--- src/hdl/csvt_pkg.sv ---
`default_nettype none
// ----------------------------------------------------------------------------
// CSV field tokenizer package
// Beat types, configuration layout, opcodes and status codes shared by the
// tokenizer modules.
// ----------------------------------------------------------------------------
package csvt_pkg;

  localparam logic [1:0] OP_DATA  = 2'd0;
  localparam logic [1:0] OP_EOL   = 2'd1;
  localparam logic [1:0] OP_SOF   = 2'd2;

  localparam logic [1:0] ST_OK       = 2'd0;
  localparam logic [1:0] ST_NO_DELIM = 2'd1;
  localparam logic [1:0] ST_COUNT    = 2'd2;
  localparam logic [1:0] ST_HALTED   = 2'd3;

  localparam logic [1:0] REG_FIELD_DELIM  = 2'd0;
  localparam logic [1:0] REG_QUOTE_CHAR   = 2'd1;
  localparam logic [1:0] REG_ENFORCE      = 2'd2;
  localparam logic [1:0] REG_FIRST_HEADER = 2'd3;

  localparam logic [7:0] DEF_DELIM = 8'd44;
  localparam logic [7:0] DEF_QUOTE = 8'd34;

  typedef struct packed {
    logic [1:0] opcode;
    logic [7:0] in_byte;
  } csvt_in_t;

  typedef struct packed {
    logic [7:0] out_byte;
    logic       byte_valid;
    logic       field_end;
    logic       line_end;
    logic       header_line;
    logic [7:0] fields_so_far;
    logic [1:0] status;
  } csvt_out_t;

  typedef struct packed {
    logic [7:0] field_delim;
    logic [7:0] quote_char;
    logic       enforce_same_count;
    logic       first_line_header;
  } csvt_cfg_t;

  typedef struct packed {
    logic [1:0] opcode;
    logic [7:0] data;
    logic       is_ws;
    logic       is_delim;
    logic       is_quote;
  } csvt_cls_t;

endpackage : csvt_pkg
`default_nettype wire

--- src/hdl/csv_field_tokenizer_core.sv ---
`default_nettype none
// ----------------------------------------------------------------------------
// CSV field tokenizer core
// Byte-serial CSV tokenizer with quoting, field and line marks and a
// per-line field count check.
//
//   Channel   Direction  Beat contents
//   in_       input      opcode, in_byte
//   out_      output     out_byte, byte_valid, field_end, line_end,
//                        header_line, fields_so_far, status
//   cfg_      input      register index, write data
//
// One beat is accepted and one result produced every cycle while out_ready is high.
// A beat passes through the classify register, the queue and the result
// register of the parse state machine, which updates once per beat.
// Reset loads the register defaults and clears the parse state.
// A four-entry queue lets the front end keep accepting while the result
// side stalls.
// ----------------------------------------------------------------------------
module csv_field_tokenizer_core #(
  parameter int MAX_FIELDS = 255
) (
  input  wire                  clk,
  input  wire                  rst_n,
  input  wire                  in_valid,
  output logic                 in_ready,
  input  csvt_pkg::csvt_in_t   in_data,
  output logic                 out_valid,
  input  wire                  out_ready,
  output csvt_pkg::csvt_out_t  out_data,
  input  wire                  cfg_valid,
  output logic                 cfg_ready,
  input  wire [1:0]            cfg_index,
  input  wire [7:0]            cfg_data
);
  import csvt_pkg::*;

  localparam int         CAP_INT   = (MAX_FIELDS < 255) ? MAX_FIELDS : 255;
  localparam logic [7:0] FIELD_CAP = CAP_INT[7:0];

  csvt_cfg_t cfg_r;
  logic      f_valid;
  logic      f_ready;
  csvt_cls_t f_data;
  logic      q_valid;
  logic      q_ready;
  csvt_cls_t q_data;

  assign cfg_ready = 1'b1;

  always_ff @(posedge clk) begin
    if (!rst_n) begin
      cfg_r.field_delim        <= DEF_DELIM;
      cfg_r.quote_char         <= DEF_QUOTE;
      cfg_r.enforce_same_count <= 1'b1;
      cfg_r.first_line_header  <= 1'b1;
    end else if (cfg_valid) begin
      case (cfg_index)
        REG_FIELD_DELIM:  cfg_r.field_delim        <= cfg_data;
        REG_QUOTE_CHAR:   cfg_r.quote_char         <= cfg_data;
        REG_ENFORCE:      cfg_r.enforce_same_count <= cfg_data[0];
        REG_FIRST_HEADER: cfg_r.first_line_header  <= cfg_data[0];
        default: begin
        end
      endcase
    end
  end

  csvt_front u_front (
    .clk       (clk),
    .rst_n     (rst_n),
    .in_valid  (in_valid),
    .in_ready  (in_ready),
    .in_data   (in_data),
    .cfg       (cfg_r),
    .cls_valid (f_valid),
    .cls_ready (f_ready),
    .cls_data  (f_data)
  );

  csvt_queue u_queue (
    .clk        (clk),
    .rst_n      (rst_n),
    .push_valid (f_valid),
    .push_ready (f_ready),
    .push_data  (f_data),
    .pop_valid  (q_valid),
    .pop_ready  (q_ready),
    .pop_data   (q_data)
  );

  csvt_back #(
    .FIELD_CAP (FIELD_CAP)
  ) u_back (
    .clk       (clk),
    .rst_n     (rst_n),
    .cls_valid (q_valid),
    .cls_ready (q_ready),
    .cls_data  (q_data),
    .cfg       (cfg_r),
    .out_valid (out_valid),
    .out_ready (out_ready),
    .out_data  (out_data)
  );

endmodule : csv_field_tokenizer_core
`default_nettype wire

--- src/hdl/csvt_front.sv ---
`default_nettype none
// ----------------------------------------------------------------------------
// CSV tokenizer front end
// Accepts input beats and registers each byte with its character class.
// ----------------------------------------------------------------------------
module csvt_front (
  input  wire                  clk,
  input  wire                  rst_n,
  input  wire                  in_valid,
  output logic                 in_ready,
  input  csvt_pkg::csvt_in_t   in_data,
  input  csvt_pkg::csvt_cfg_t  cfg,
  output logic                 cls_valid,
  input  wire                  cls_ready,
  output csvt_pkg::csvt_cls_t  cls_data
);
  import csvt_pkg::*;

  logic      vld_r;
  csvt_cls_t cls_r;
  csvt_cls_t cls_nxt;

  assign in_ready  = !vld_r || cls_ready;
  assign cls_valid = vld_r;
  assign cls_data  = cls_r;

  always_comb begin
    cls_nxt.opcode   = in_data.opcode;
    cls_nxt.data     = in_data.in_byte;
    cls_nxt.is_ws    = (in_data.in_byte == 8'd32) ||
                       (in_data.in_byte inside {[8'd9:8'd13]});
    cls_nxt.is_delim = (in_data.in_byte == cfg.field_delim);
    cls_nxt.is_quote = (in_data.in_byte == cfg.quote_char);
  end

  always_ff @(posedge clk) begin
    if (!rst_n) begin
      vld_r <= 1'b0;
    end else if (in_ready) begin
      vld_r <= in_valid;
    end
  end

  always_ff @(posedge clk) begin
    if (in_valid && in_ready) begin
      cls_r <= cls_nxt;
    end
  end

endmodule : csvt_front
`default_nettype wire

--- src/hdl/csvt_queue.sv ---
`default_nettype none
// ----------------------------------------------------------------------------
// CSV tokenizer queue
// Four-entry queue of classified beats between the front and back ends.
// ----------------------------------------------------------------------------
module csvt_queue (
  input  wire                  clk,
  input  wire                  rst_n,
  input  wire                  push_valid,
  output logic                 push_ready,
  input  csvt_pkg::csvt_cls_t  push_data,
  output logic                 pop_valid,
  input  wire                  pop_ready,
  output csvt_pkg::csvt_cls_t  pop_data
);
  import csvt_pkg::*;

  csvt_cls_t  mem_r [4];
  logic [1:0] wr_ptr_r;
  logic [1:0] rd_ptr_r;
  logic [2:0] count_r;
  logic       do_push;
  logic       do_pop;

  assign push_ready = (count_r != 3'd4);
  assign pop_valid  = (count_r != 3'd0);
  assign pop_data   = mem_r[rd_ptr_r];
  assign do_push    = push_valid && push_ready;
  assign do_pop     = pop_valid && pop_ready;

  always_ff @(posedge clk) begin
    if (!rst_n) begin
      wr_ptr_r <= 2'd0;
      rd_ptr_r <= 2'd0;
      count_r  <= 3'd0;
    end else begin
      if (do_push) begin
        wr_ptr_r <= wr_ptr_r + 2'd1;
      end
      if (do_pop) begin
        rd_ptr_r <= rd_ptr_r + 2'd1;
      end
      if (do_push && !do_pop) begin
        count_r <= count_r + 3'd1;
      end else if (do_pop && !do_push) begin
        count_r <= count_r - 3'd1;
      end
    end
  end

  always_ff @(posedge clk) begin
    if (do_push) begin
      mem_r[wr_ptr_r] <= push_data;
    end
  end

endmodule : csvt_queue
`default_nettype wire

--- src/hdl/csvt_back.sv ---
`default_nettype none
// ----------------------------------------------------------------------------
// CSV tokenizer back end
// Parse state machine, field counting and line checks, with a result register.
// ----------------------------------------------------------------------------
module csvt_back #(
  parameter logic [7:0] FIELD_CAP = 8'd255
) (
  input  wire                  clk,
  input  wire                  rst_n,
  input  wire                  cls_valid,
  output logic                 cls_ready,
  input  csvt_pkg::csvt_cls_t  cls_data,
  input  csvt_pkg::csvt_cfg_t  cfg,
  output logic                 out_valid,
  input  wire                  out_ready,
  output csvt_pkg::csvt_out_t  out_data
);
  import csvt_pkg::*;

  typedef enum logic [1:0] {
    PH_START  = 2'd0,
    PH_PLAIN  = 2'd1,
    PH_QUOTED = 2'd2,
    PH_AFTERQ = 2'd3
  } phase_t;

  phase_t     phase_r, phase_nxt;
  logic [7:0] line_fields_r, line_fields_nxt;
  logic [7:0] prev_fields_r, prev_fields_nxt;
  logic       have_prev_r, have_prev_nxt;
  logic       first_line_r, first_line_nxt;
  logic       halted_r, halted_nxt;
  logic       out_valid_r;
  csvt_out_t  out_r, out_nxt;
  logic       take;
  logic [7:0] lf_inc;

  assign cls_ready = !out_valid_r || out_ready;
  assign take      = cls_valid && cls_ready;
  assign out_valid = out_valid_r;
  assign out_data  = out_r;
  assign lf_inc    = (line_fields_r < FIELD_CAP) ? line_fields_r + 8'd1 : line_fields_r;

  always_comb begin
    phase_nxt       = phase_r;
    line_fields_nxt = line_fields_r;
    prev_fields_nxt = prev_fields_r;
    have_prev_nxt   = have_prev_r;
    first_line_nxt  = first_line_r;
    halted_nxt      = halted_r;
    out_nxt         = '0;
    if (cls_data.opcode == OP_SOF) begin
      phase_nxt       = PH_START;
      line_fields_nxt = 8'd0;
      prev_fields_nxt = 8'd0;
      have_prev_nxt   = 1'b0;
      first_line_nxt  = 1'b1;
      halted_nxt      = 1'b0;
    end else if (halted_r) begin
      out_nxt.status = ST_HALTED;
    end else if (cls_data.opcode == OP_DATA) begin
      out_nxt.header_line = cfg.first_line_header && first_line_r;
      case (phase_r)
        PH_START: begin
          if (cls_data.is_ws) begin
          end else if (cls_data.is_delim) begin
            line_fields_nxt   = lf_inc;
            out_nxt.field_end = 1'b1;
          end else if (cls_data.is_quote) begin
            phase_nxt = PH_QUOTED;
          end else begin
            phase_nxt          = PH_PLAIN;
            out_nxt.out_byte   = cls_data.data;
            out_nxt.byte_valid = 1'b1;
          end
        end
        PH_PLAIN: begin
          if (cls_data.is_delim) begin
            line_fields_nxt   = lf_inc;
            out_nxt.field_end = 1'b1;
            phase_nxt         = PH_START;
          end else begin
            out_nxt.out_byte   = cls_data.data;
            out_nxt.byte_valid = 1'b1;
          end
        end
        PH_QUOTED: begin
          if (cls_data.is_quote) begin
            line_fields_nxt   = lf_inc;
            out_nxt.field_end = 1'b1;
            phase_nxt         = PH_AFTERQ;
          end else begin
            out_nxt.out_byte   = cls_data.data;
            out_nxt.byte_valid = 1'b1;
          end
        end
        default: begin
          if (cls_data.is_ws) begin
          end else if (cls_data.is_delim) begin
            phase_nxt = PH_START;
          end else begin
            out_nxt.status = ST_NO_DELIM;
            halted_nxt     = 1'b1;
          end
        end
      endcase
      out_nxt.fields_so_far = line_fields_nxt;
    end else if (cls_data.opcode == OP_EOL) begin
      out_nxt.header_line = cfg.first_line_header && first_line_r;
      if (phase_r != PH_AFTERQ) begin
        line_fields_nxt   = lf_inc;
        out_nxt.field_end = 1'b1;
      end
      out_nxt.fields_so_far = line_fields_nxt;
      if (cfg.enforce_same_count && have_prev_r && (prev_fields_r != line_fields_nxt)) begin
        out_nxt.status    = ST_COUNT;
        out_nxt.field_end = 1'b0;
        halted_nxt        = 1'b1;
      end else begin
        out_nxt.line_end = 1'b1;
        prev_fields_nxt  = line_fields_nxt;
        have_prev_nxt    = 1'b1;
        first_line_nxt   = 1'b0;
        line_fields_nxt  = 8'd0;
        phase_nxt        = PH_START;
      end
    end
  end

  always_ff @(posedge clk) begin
    if (!rst_n) begin
      phase_r       <= PH_START;
      line_fields_r <= 8'd0;
      prev_fields_r <= 8'd0;
      have_prev_r   <= 1'b0;
      first_line_r  <= 1'b1;
      halted_r      <= 1'b0;
      out_valid_r   <= 1'b0;
    end else begin
      if (cls_ready) begin
        out_valid_r <= cls_valid;
      end
      if (take) begin
        phase_r       <= phase_nxt;
        line_fields_r <= line_fields_nxt;
        prev_fields_r <= prev_fields_nxt;
        have_prev_r   <= have_prev_nxt;
        first_line_r  <= first_line_nxt;
        halted_r      <= halted_nxt;
      end
    end
  end

  always_ff @(posedge clk) begin
    if (take) begin
      out_r <= out_nxt;
    end
  end

endmodule : csvt_back
`default_nettype wire
--- config.mk ---
export PLATFORM = sky130hd
export DESIGN_NAME = csv_field_tokenizer_core
export DESIGN_NICKNAME = d
export VERILOG_FILES = /design/src/hdl/csvt_pkg.sv /design/src/hdl/csv_field_tokenizer_core.sv /design/src/hdl/csvt_front.sv /design/src/hdl/csvt_queue.sv /design/src/hdl/csvt_back.sv
export SDC_FILE = /design/constraint.sdc
export NUM_CORES = 1
export LEC_CHECK = 0
export BUFFER_PORTS_ARGS = -buffer_cell sky130_fd_sc_hd__buf_2
export CORE_MARGIN = 5
export CORE_UTILIZATION = 40
export DETAILED_ROUTE_END_ITERATION = 12
export HOLD_SLACK_MARGIN = 0.05
export SLEW_MARGIN = 5
export SYNTH_ARGS = -nofsm -noshare
export SYNTH_HDL_FRONTEND = slang
export SYNTH_HIERARCHICAL = 1
export SYNTH_SLANG_ARGS = --single-unit
--- constraint.sdc ---
create_clock -name clk -period 2.8 [get_ports clk]
set_input_delay 0.42 -clock clk [delete_from_list [all_inputs] [get_ports clk]]
set_output_delay 0.42 -clock clk [all_outputs]
set_load 0.02 [all_outputs]
== After elaboration in Yosys (flattened, before gate mapping) ==
Memory sizes are Yosys's and may differ from the RTL's. A register that Yosys moved wholly into a read port is not among the register bits.
Index checks and enable logic that the tools add are counted.

* Bits in registers: 83
* Latch bits: 0
* Bits in writable memories: 52
* Memory bits (read-only): 0
* Input bits: 25
* Output and inout bits: 25
* Word-level logic and storage cells: 167
* Memories kept: 1

* Add/sub/neg operators: 5
* Multipliers: 0
* Div/mod/pow operators: 0
* $lt $le $gt $ge: 3
* Equality and inequality tests: 21
* Shift-type cells: 0
* Mux-type cells: 74
* Bitwise operators: 2
* Reduce and logical (&&, ||, !) cells: 34

{| class="wikitable"
|+ Memories
! memory !! words !! width !! rd ports !! clocked after memory_dff !! write ports !! RTL line !! source
|-
| u_queue.mem_r || 4 || 13 || 1 || 1 || 1 || csvt_queue.sv:18 || <nowiki>csvt_cls_t mem_r [4];</nowiki>
|}

{| class="wikitable"
|+ Operator list
! operator !! count
|-
| two-way mux 8 bit || 19
|-
| two-way mux 2 bit || 17
|-
| one-hot mux 10 bit (3 select lines) || 1
|-
| two-way mux 1 bit || 27
|-
| two-way mux 9 bit || 3
|-
| one-hot mux 8 bit (3 select lines) || 1
|-
| == test 8 bit || 2
|-
| two-way mux 13 bit || 1
|-
| != test 4 x 3 -> 1 bit (second input constant) || 3
|-
| two-way mux 11 bit || 1
|-
| two-way mux 10 bit || 1
|-
| logical AND 1 bit || 9
|-
| adder 8 x 1 -> 8 bit (second input constant) || 1
|-
| == test 2 bit (second input constant) || 4
|-
| == test 8 x 6 -> 1 bit (second input constant) || 1
|-
| >= comparator 8 x 4 -> 1 bit (second input constant) || 1
|-
| less-or-equal comparator 8 x 4 -> 1 bit (second input constant) || 1
|-
| less-than comparator 8 bit (second input constant) || 1
|-
| != test 8 bit || 1
|-
| AND reduction 2 bit || 4
|-
| AND reduction 8 bit || 1
|-
| == test 2 x 1 -> 1 bit (second input constant) || 3
|-
| logical NOT 2 bit || 3
|-
| two-way mux 3 bit || 2
|-
| 19 further kinds || 31
|}

== Depth between registers and ports, before layout ==
Gate-level depths: netlist of the first run.

* Word-level depth: 14
* Mapped depth: 10
* Mapped depth without buffers: 9

== Hierarchy ==
The synthesis of the first run kept the hierarchy.

{| class="wikitable"
|+ By module, submodules not included
! module !! instances !! cells an instance !! area each (µm²) !! sequential area each (µm²)
|-
| csvt_back || 1 || 308 || 2793.9 || 1101.1
|-
| csvt_queue || 1 || 115 || 2384.8 || 1741.7
|-
| csv_field_tokenizer_core || 1 || 78 || 759.5 || 360.3
|-
| csvt_front || 1 || 46 || 659.4 || 410.4
|}

== Worst setup path after synthesis of the first run ==
No wires, ideal clock.

* Kind: register to register
* Start point: reg with a tool-made name
* End point: reg u_back.line_fields_r[1]
* Setup time: 0.079 ns
* Data arrival time: 2.809 ns
* Data required time: 2.721 ns
* Setup slack: -0.087 ns
* Cell stages (with the launch flop): 10
* Path buffers: 1
* Period minus slack after synthesis: 2.887 ns
* Cells stage by stage: dfxtp_1 buf_6 mux4_2 ha_1 nor2b_1 nand3_1 or2_2 a211oi_1 a21oi_1 o221ai_2

{| class="wikitable"
|+ RTL lines
! element !! RTL line !! source
|-
| end signal: assignment || csvt_back.sv:146 || <nowiki>line_fields_r <= line_fields_nxt;</nowiki>
|-
| end: declaration || csvt_back.sv:29 || <nowiki>logic [7:0] line_fields_r, line_fields_nxt;</nowiki>
|}

== Worst setup path after layout of the first run ==
* Start point: reg u_back.line_fields_r[0]
* End point: reg u_back.phase_r[1]

* Cells in the longest elaborated chain, start to end: 11
* Elaborated cells between the ends (all ways): 12
* Those cells by class: add/sub: 1; order compare: 1; eq/ne: 2; mux: 6; reduce/logical: 2

{| class="wikitable"
|+ RTL lines
! element !! RTL line !! source
|-
| adder 8 x 1 -> 8 bit / less-than comparator 8 bit (equally long branches) || csvt_back.sv:43 || <nowiki>assign lf_inc = (line_fields_r < FIELD_CAP) ? line_fields_r + 8'd1 : line_fields_r;</nowiki>
|-
| two-way mux 8 bit || csvt_back.sv:43 ||
|-
| two-way mux 8 bit (*) || csvt_back.sv:111 || <nowiki>if (phase_r != PH_AFTERQ) begin</nowiki>
|-
| two-way mux 8 bit (*) || csvt_back.sv:109 || <nowiki>end else if (cls_data.opcode == OP_EOL) begin</nowiki>
|-
| two-way mux 8 bit (*) || csvt_back.sv:62 || <nowiki>end else if (cls_data.opcode == OP_DATA) begin</nowiki>
|-
| two-way mux 8 bit (*) || csvt_back.sv:60 || <nowiki>end else if (halted_r) begin</nowiki>
|-
| two-way mux 8 bit (*) || csvt_back.sv:53 || <nowiki>if (cls_data.opcode == OP_SOF) begin</nowiki>
|-
| != test 8 bit (*) || csvt_back.sv:116 || <nowiki>if (cfg.enforce_same_count && have_prev_r && (prev_fields_r != line_fields_nxt)) begin</nowiki>
|-
| logical AND 1 bit (*) || csvt_back.sv:116 ||
|-
| != test 3 x 1 -> 1 bit (no source line) (*) || -- ||
|-
| AND reduction 8 bit (no source line) (*) || -- ||
|-
| end signal: assignment || csvt_back.sv:145 || <nowiki>phase_r <= phase_nxt;</nowiki>
|-
| end: declaration || csvt_back.sv:28 || <nowiki>phase_t phase_r, phase_nxt;</nowiki>
|}

Every way passes the cells marked *; elsewhere a longest branch is shown, timed or not. The select of a mux whose other input is x is not followed.
A chain may end at the register's enable or synchronous reset.

==> metrics, run 1 <==
DP Area roughly 7300 µm²; CTS tree built; final setup fails 0; Ports 50; CTS Buffer Depth 2; Final Hold Vio Count 0; # Max-Cap Violations 0; sequential-to-total area share from yosys stat between 50 and 60%; Area contributors post-synth edfxtp_1, dfxtp_1, mux4_2, mux2i_1, xnor2_1; YS warnings 6; Clk pin slew, worst setup/hold paths approximately 0.060 ns; Sw Share approximately 33%; post-route cell area about 7900 µm²; Max Fanout on Critical Path 6; Post-Place Worst Slack between 0.08 and 0.09 ns; ys flop type edfxtp_1; via count 4490; Seq cells post-synth 137; Mapped Area approximately 6600 µm²; All-Layer GR Usage roughly 16%; Lkg Pwr just under 0.003 µW; chip width 138 µm; DRC 0; syn avg cell area around 12 µm²; final WL approximately 15 mm; Slew HR about half; pwr dens between 800 and 900 nW/µm²; Avg WL per Cell 17.2 µm; Max VDD drop approximately 0.52 mV; initial antenna violation count 0; vias in the first global route approximately 4.4k; ANT nets after route 0; Sink Count approximately 140; CP cell instances ha_1, nand4_4, o21ai_4, buf_12, xor2_2, a2bb2oi_1, o2111a_1, buf_4, a21oi_2, o31a_1, o211a_1; std cell rows between 40 and 50; WP buf/inv 2; CP max stage cell dfxtp_1; worst clock skew a little over 0.008 ns; CP Capture Type flip-flop; Setup Buffers After CTS 0; DIE HEIGHT approximately 140 µm; Setup CP Type reg -> reg; Synth Instances approximately 550; worst-margin pin slew 0.737 ns; CTS H-tree depth 4; Initial Util approximately two fifths; P&R area growth vs syn 19.2%; min Tclk post-route about 2.6 ns; antenna cells 0; ys async rst share 0%; Crit path max-delay family compound AO/OA/AOI/OAI gates; combinational group share of total power between 20% and 30%; CP Data Arrival Time 2.95 ns; slowest stage delay, CP between 0.3 and 0.4 ns; DPL Wire Length around 11 mm; FILL cells approximately 1.5k; number of synthesized flops with an enable pin between 80 and 90; Congestion Overflow GR 0; Clock Latency Late Sink ~0.42 ns; GPL Wtd Cong between 0.8 and 0.9; Flop pwr share between 30% and 40%; setup TNS 0 ns; Synth cell types 84; Initial DRC Count ~370; P_sw between 2000 and 2500 µW; count of hold-fix buffers inserted at cts 0; Int Pwr between 4000 and 5000 µW; Clk network pwr share between 30% and 40%; fin crit share a little over nine tenths; CP startpoint kind flip-flop; outcome completed; layout cells sized above 1 ~26%; Nets 665; Slew Limit Fails 0; core area around 16000 µm²; Pre-antenna DRT Iters 5; biggest area consumer among synthesized cells edfxtp_1; number of port buffers 48; Num CTS Buffers 17; largest net degree at the start of global routing 39; Vias per Instance 5.22; setup ws final about 0.16 ns; syn_nets 585; global-route wire length before repair around 24 mm; unrepaired setup endpoints after global routing no; DIE AREA 19200 µm²; fmax between 300 and 400 MHz; worst path required time about 3.1 ns; type of the tightest min-delay check in -> reg; area share of the largest cell type after synthesis between 30% and 40%; clock root buffer clkbuf_16
==> cell type report <==
class	count	area (µm²)	share of cell area (%)
well taps	220	275	3.50
flip-flops and latches	137	3620	46.0
clock inverters	13	144	1.83
clock buffers	19	433	5.50
multi-input cells	366	2790	35.5
inverters	20	75.1	0.954
repair buffers	85	531	6.74
==> logic make-up (layout without fill, tap and decap cells) <==
logic type | count (synthesis) | after routing | share of synthesized area [%]
compound gates | 112 | 112 | 12.2
fa+ha+maj | 13 | 13 | 2.58
buf+inv | 44 | 137 | 3.13
mux | 38 | 38 | 8.42
flops | 137 | 137 | 54.8
xor+xnor | 27 | 27 | 3.70
other cells | 1 | 1 | 0.0568
simple gates | 175 | 175 | 15.1
==> through the flow <==
step / instances / power [µW] / hold WS [ns] / util (%)
2_1_floorplan: 547 / 4090 / 0.426 / -
3_3_place_gp: 828 / 4740 / 0.455 / 44.4
3_5_place_dp: 828 / 4780 / 0.464 / 44.4
4_1_cts: 860 / 6970 / 0.153 / 47.9
5_1_grt: 860 / 7270 / 0.151 / 47.9
6_report: 860 / 6920 / 0.176 / 47.9
==> cell usage after synthesis (2+ instances only) <==
cell / count
edfxtp_1: 87
dfxtp_1: 50
nand2_1: 50
mux2i_1: 23
nor2_1: 23
xnor2_1: 22
a21oi_1: 21
inv_1: 20
and2_1: 18
o21ai_0: 17
o21ai_1: 16
nor2b_1: 14
ha_1: 12
mux4_2: 11
clkbuf_1: 10
nand3_1: 10
nor3_1: 9
nand2b_1: 8
o211ai_1: 8
a31oi_1: 7
buf_2: 6
a21o_1: 5
buf_4: 5
nand3b_1: 5
nand4_1: 5
a21boi_0: 4
xor2_1: 4
nand3_2: 3
nor3b_1: 3
o221ai_2: 3
o22ai_1: 3
or2_2: 3
or3_1: 3
a22oi_1: 2
a32oi_1: 2
and3_1: 2
buf_6: 2
mux4_1: 2
nand4bb_1: 2
o211a_1: 2
o21a_1: 2
==> path summary, 6_finish.rpt <==
check | to | cells after the start | startpoint | slack (ns)
setup reg to reg | u_back/phase_r[1]$_SDFFE_PN0P_ | 11 | u_back/line_fields_r[0]$_SDFFE_PN0P_ | 0.16
setup / recovery | u_back/phase_r[1]$_SDFFE_PN0P_ | 11 | u_back/line_fields_r[0]$_SDFFE_PN0P_ | 0.16
hold / removal | u_front/cls_data[12]$_DFFE_PP_ | 1 | in_data[9] | 0.18
hold reg to reg | cfg_r[6]$_SDFFE_PN0P_ | 2 | cfg_r[6]$_SDFFE_PN0P_ | 0.47
==> cell usage in the layout (no fill, tap or decap), drive strengths merged, types with 6 or more instances in the layout <==
cell,instances
a21oi,22
edfxtp,87
nand2,51
nor3,9
nor2,25
ha,12
nand4,6
a21o,6
nor2b,14
dfxtp,50
mux4,13
clkbuf,19
xnor2,22
a31oi,7
o21ai,34
nand2b,8
nand3,14
and2,19
mux2i,24
buf,85
inv,24
o211ai,8
==> worst register-to-register path, stage by stage (launching register included) <==
cell,delay [ns]
dfxtp_1,0.34
ha_1,0.29
nand4_4,0.14
o21ai_4,0.29
buf_12,0.15
xor2_2,0.06
a2bb2oi_1,0.23
o2111a_1,0.32
buf_4,0.14
a21oi_2,0.06
o31a_1,0.31
o211a_1,0.20
==> repair_timing <==
item,CTS,global route
endpoints found under the hold margin,0,0
setup endpoints to repair,0,12
resized for setup,0,5
==> power groups by stage <==
stage | logic (µW) | registers (µW) | clock network [µW]
4_1_cts | 2050 | 2700 | 2230
2_1_floorplan | 1170 | 2920 | 0
5_1_grt | 2220 | 2730 | 2320
3_3_place_gp | 2020 | 2730 | 0
3_5_place_dp | 2040 | 2740 | 0
6_report | 2050 | 2690 | 2180
==> layer usage <==
metal | vias to the layer above | global-route usage (%) | share of wire (%)
met3 | 17 | 3.76 | 5.1
li1 | 2184 | - | -
met4 | 0 | 5.41 | 1.4
met5 | - | 0 | 0
met1 | 2168 | 21.6 | 48
met2 | 121 | 23.9 | 45
==> sequential cells by signal (all words and copies together) (netlist names), named ones only <==
signal                flops
u_back/prev_fields_r      8
u_back/phase_r            2
u_back/halted_r           1
u_back/have_prev_r        1
u_back/line_fields_r      8
u_back/first_line_r       1
u_queue/rd_ptr_r          2
u_front/cls_data         13
u_queue/count_r           3
u_queue/mem_r            52
cfg_r                    18
u_queue/wr_ptr_r          2
u_front/cls_valid         1
u_back/out_data          22
u_back/out_valid          1
(Power assumes the default switching activity.)
==> inputs of run 2 (changes only) <==
Settings changed: BUFFER_PORTS_ARGS -buffer_cell sky130_fd_sc_hd__buf_2 to default, DONT_BUFFER_PORTS from default to 1.
==> metrics, run 2 (synthesis results as in run 1) <==
outcome completed; CTS H-tree depth 4 (unchanged); Post-Place Worst Slack 0.0304 ns (-0.0502 ns); ANT nets after route 0 (unchanged); Final Hold Vio Count 0 (unchanged); DIE AREA 19200 µm² (unchanged); CP Capture Type flip-flop; setup TNS 0 ns (unchanged); Max VDD drop 0.517 mV (-0.66%); Worst R2R Setup Slack 0.13 ns (-0.03 ns); Sink Count 137 (unchanged); DP Area 6970 µm² (-4.2%); global-route wire length before repair 23.6 mm (+0.47%); Nets 610 (-8.3%); Max Fanout on Critical Path 6 (unchanged); Stages on worst setup path 9 (-2); Slew HR 49.8% (-1.0 points); initial antenna violation count 0 (unchanged); slowest stage delay, CP 0.42 ns (+0.08 ns); commonest non-fill, non-tap cells in the layout edfxtp_1, nand2_1, dfxtp_1; CP Data Arrival Time 2.98 ns (+0.03 ns); pwr dens 901 nW/µm² (+2.4%); Register Area 3620 µm² (unchanged); largest net degree at the start of global routing 48 (+23%); CP max stage cell nor4b_4; final setup fails 0 (unchanged); Clk pin slew, worst setup/hold paths 0.06 ns (about the same); clock root buffer clkbuf_16; Crit path max-delay family compound AO/OA/AOI/OAI gates; most common cell after layout, fill and taps aside edfxtp_1; Initial DRC Count 406 (+9.1%); number of port buffers 0 (-100%); worst-margin pin slew 0.752 ns (+0.0151 ns); CP startpoint kind flip-flop; Slew Limit Fails 0 (unchanged); Num CTS Buffers 17 (unchanged); Congestion Overflow GR 0 (unchanged); Worst Reg-to-Reg Cells 9 (-2); final WL 14.7 mm (-0.63%); All-Layer GR Usage 15.7% (+0.12 points); worst hold slack 0.0909 ns (-0.0850 ns); CTS tree built; Setup CP Type reg -> reg; Overall Power 6840 µW (-1.2%); CTS Buffer Depth 2 (unchanged); fmax 374 MHz (-1.3%); Vias per Instance 5.43 (+4.0%); post-route cell area 7590 µm² (-3.5%); FILL cells 1469 (-1.6%); fin crit share 95.4% (+1.2 points); max reg flops 52 (unchanged); worst path required time 3.11 ns (about the same); type of the tightest min-delay check in -> reg; largest register by flop count u_queue/mem_r; core area 16400 µm² (unchanged); # Max-Cap Violations 0 (unchanged); std cell rows 47 (unchanged); antenna cells 0 (unchanged); P&R area growth vs syn 15.1%; GPL Wtd Cong 0.913 (+2.3%); Initial Util 40.2% (unchanged); unrepaired setup endpoints after global routing no; Avg WL per Cell 18.2 µm (+6.2%); min Tclk post-route 2.67 ns (+0.0339 ns); Clock Latency Late Sink 0.42 ns (about the same); Lkg Pwr 0.00268 µW (-7.4%); via count 4371 (-2.7%); Hold Crit Depth 0 (-1); area of the multi-input gates 2800 µm² (+0.31%); CP cell instances ha_2, nand4_4, o21ai_4, a2bb2oi_2, o2111ai_1, nor4b_4, a21oi_2, o31a_1, o211a_1; Pre-antenna DRT Iters 5 (unchanged); DIE HEIGHT 138 µm (unchanged); Ports 50 (unchanged); worst clock skew 0.0127 ns (+0.00457 ns); chip width 138 µm (unchanged); DRC 0 (unchanged); vias in the first global route 4363 (-1.3%); DPL Wire Length 10.5 mm (-2.3%); layout cells sized above 1 18.6% (-7.0 points); setup ws final 0.130 ns (-0.0339 ns); WP buf/inv 0 (-2)
[run 2: worst paths after layout]
check	to	start
setup / recovery	u_back/phase_r[1]$_SDFFE_PN0P_	u_back/line_fields_r[1]$_SDFFE_PN0P_
setup reg to reg	u_back/phase_r[1]$_SDFFE_PN0P_	u_back/line_fields_r[1]$_SDFFE_PN0P_
hold / removal	u_front/cls_data[3]$_DFFE_PP_	in_data[0]
hold reg to reg	cfg_r[14]$_SDFFE_PN0P_	cfg_r[14]$_SDFFE_PN0P_
[run 2: layout make-up]
class,count,area share (%)
Tap cell,220,3.62
Sequential cell,137,47.6
Clock buffer,19,5.70
Clock inverter,13,2.22
Multi-Input combinational cell,366,36.9
Timing Repair Buffer,30,2.97
Inverter,20,0.988
[run 2: routing by layer]
metal | track usage [%] | up-vias | routed length (µm)
met1 | 21.4 | 2100 | 6940
met4 | 5.51 | 0 | 261
met2 | 23.3 | 167 | 6460
met5 | 0 | - | 0
li1 | - | 2080 | -
met3 | 5.39 | 24 | 1020
[run 2: power breakdown]
| group | switching, µW | internal, µW |
|---|---|---|
| registers | 395 | 2540 |
| logic | 974 | 644 |
| clock network | 875 | 1410 |
[run 2: what timing repair did]
action / in CTS / in global routing
setup endpoints to repair: 0 / 19
hold buffers: 0 / 0
setup buffers: 0 / 0
gates resized for setup: 0 / 6
[run 2: stage by stage]
stage,util (%),cells
2_1_floorplan,-,547
3_3_place_gp,42.5,773
3_5_place_dp,42.5,773
4_1_cts,46.2,805
5_1_grt,46.3,805
6_report,46.3,805
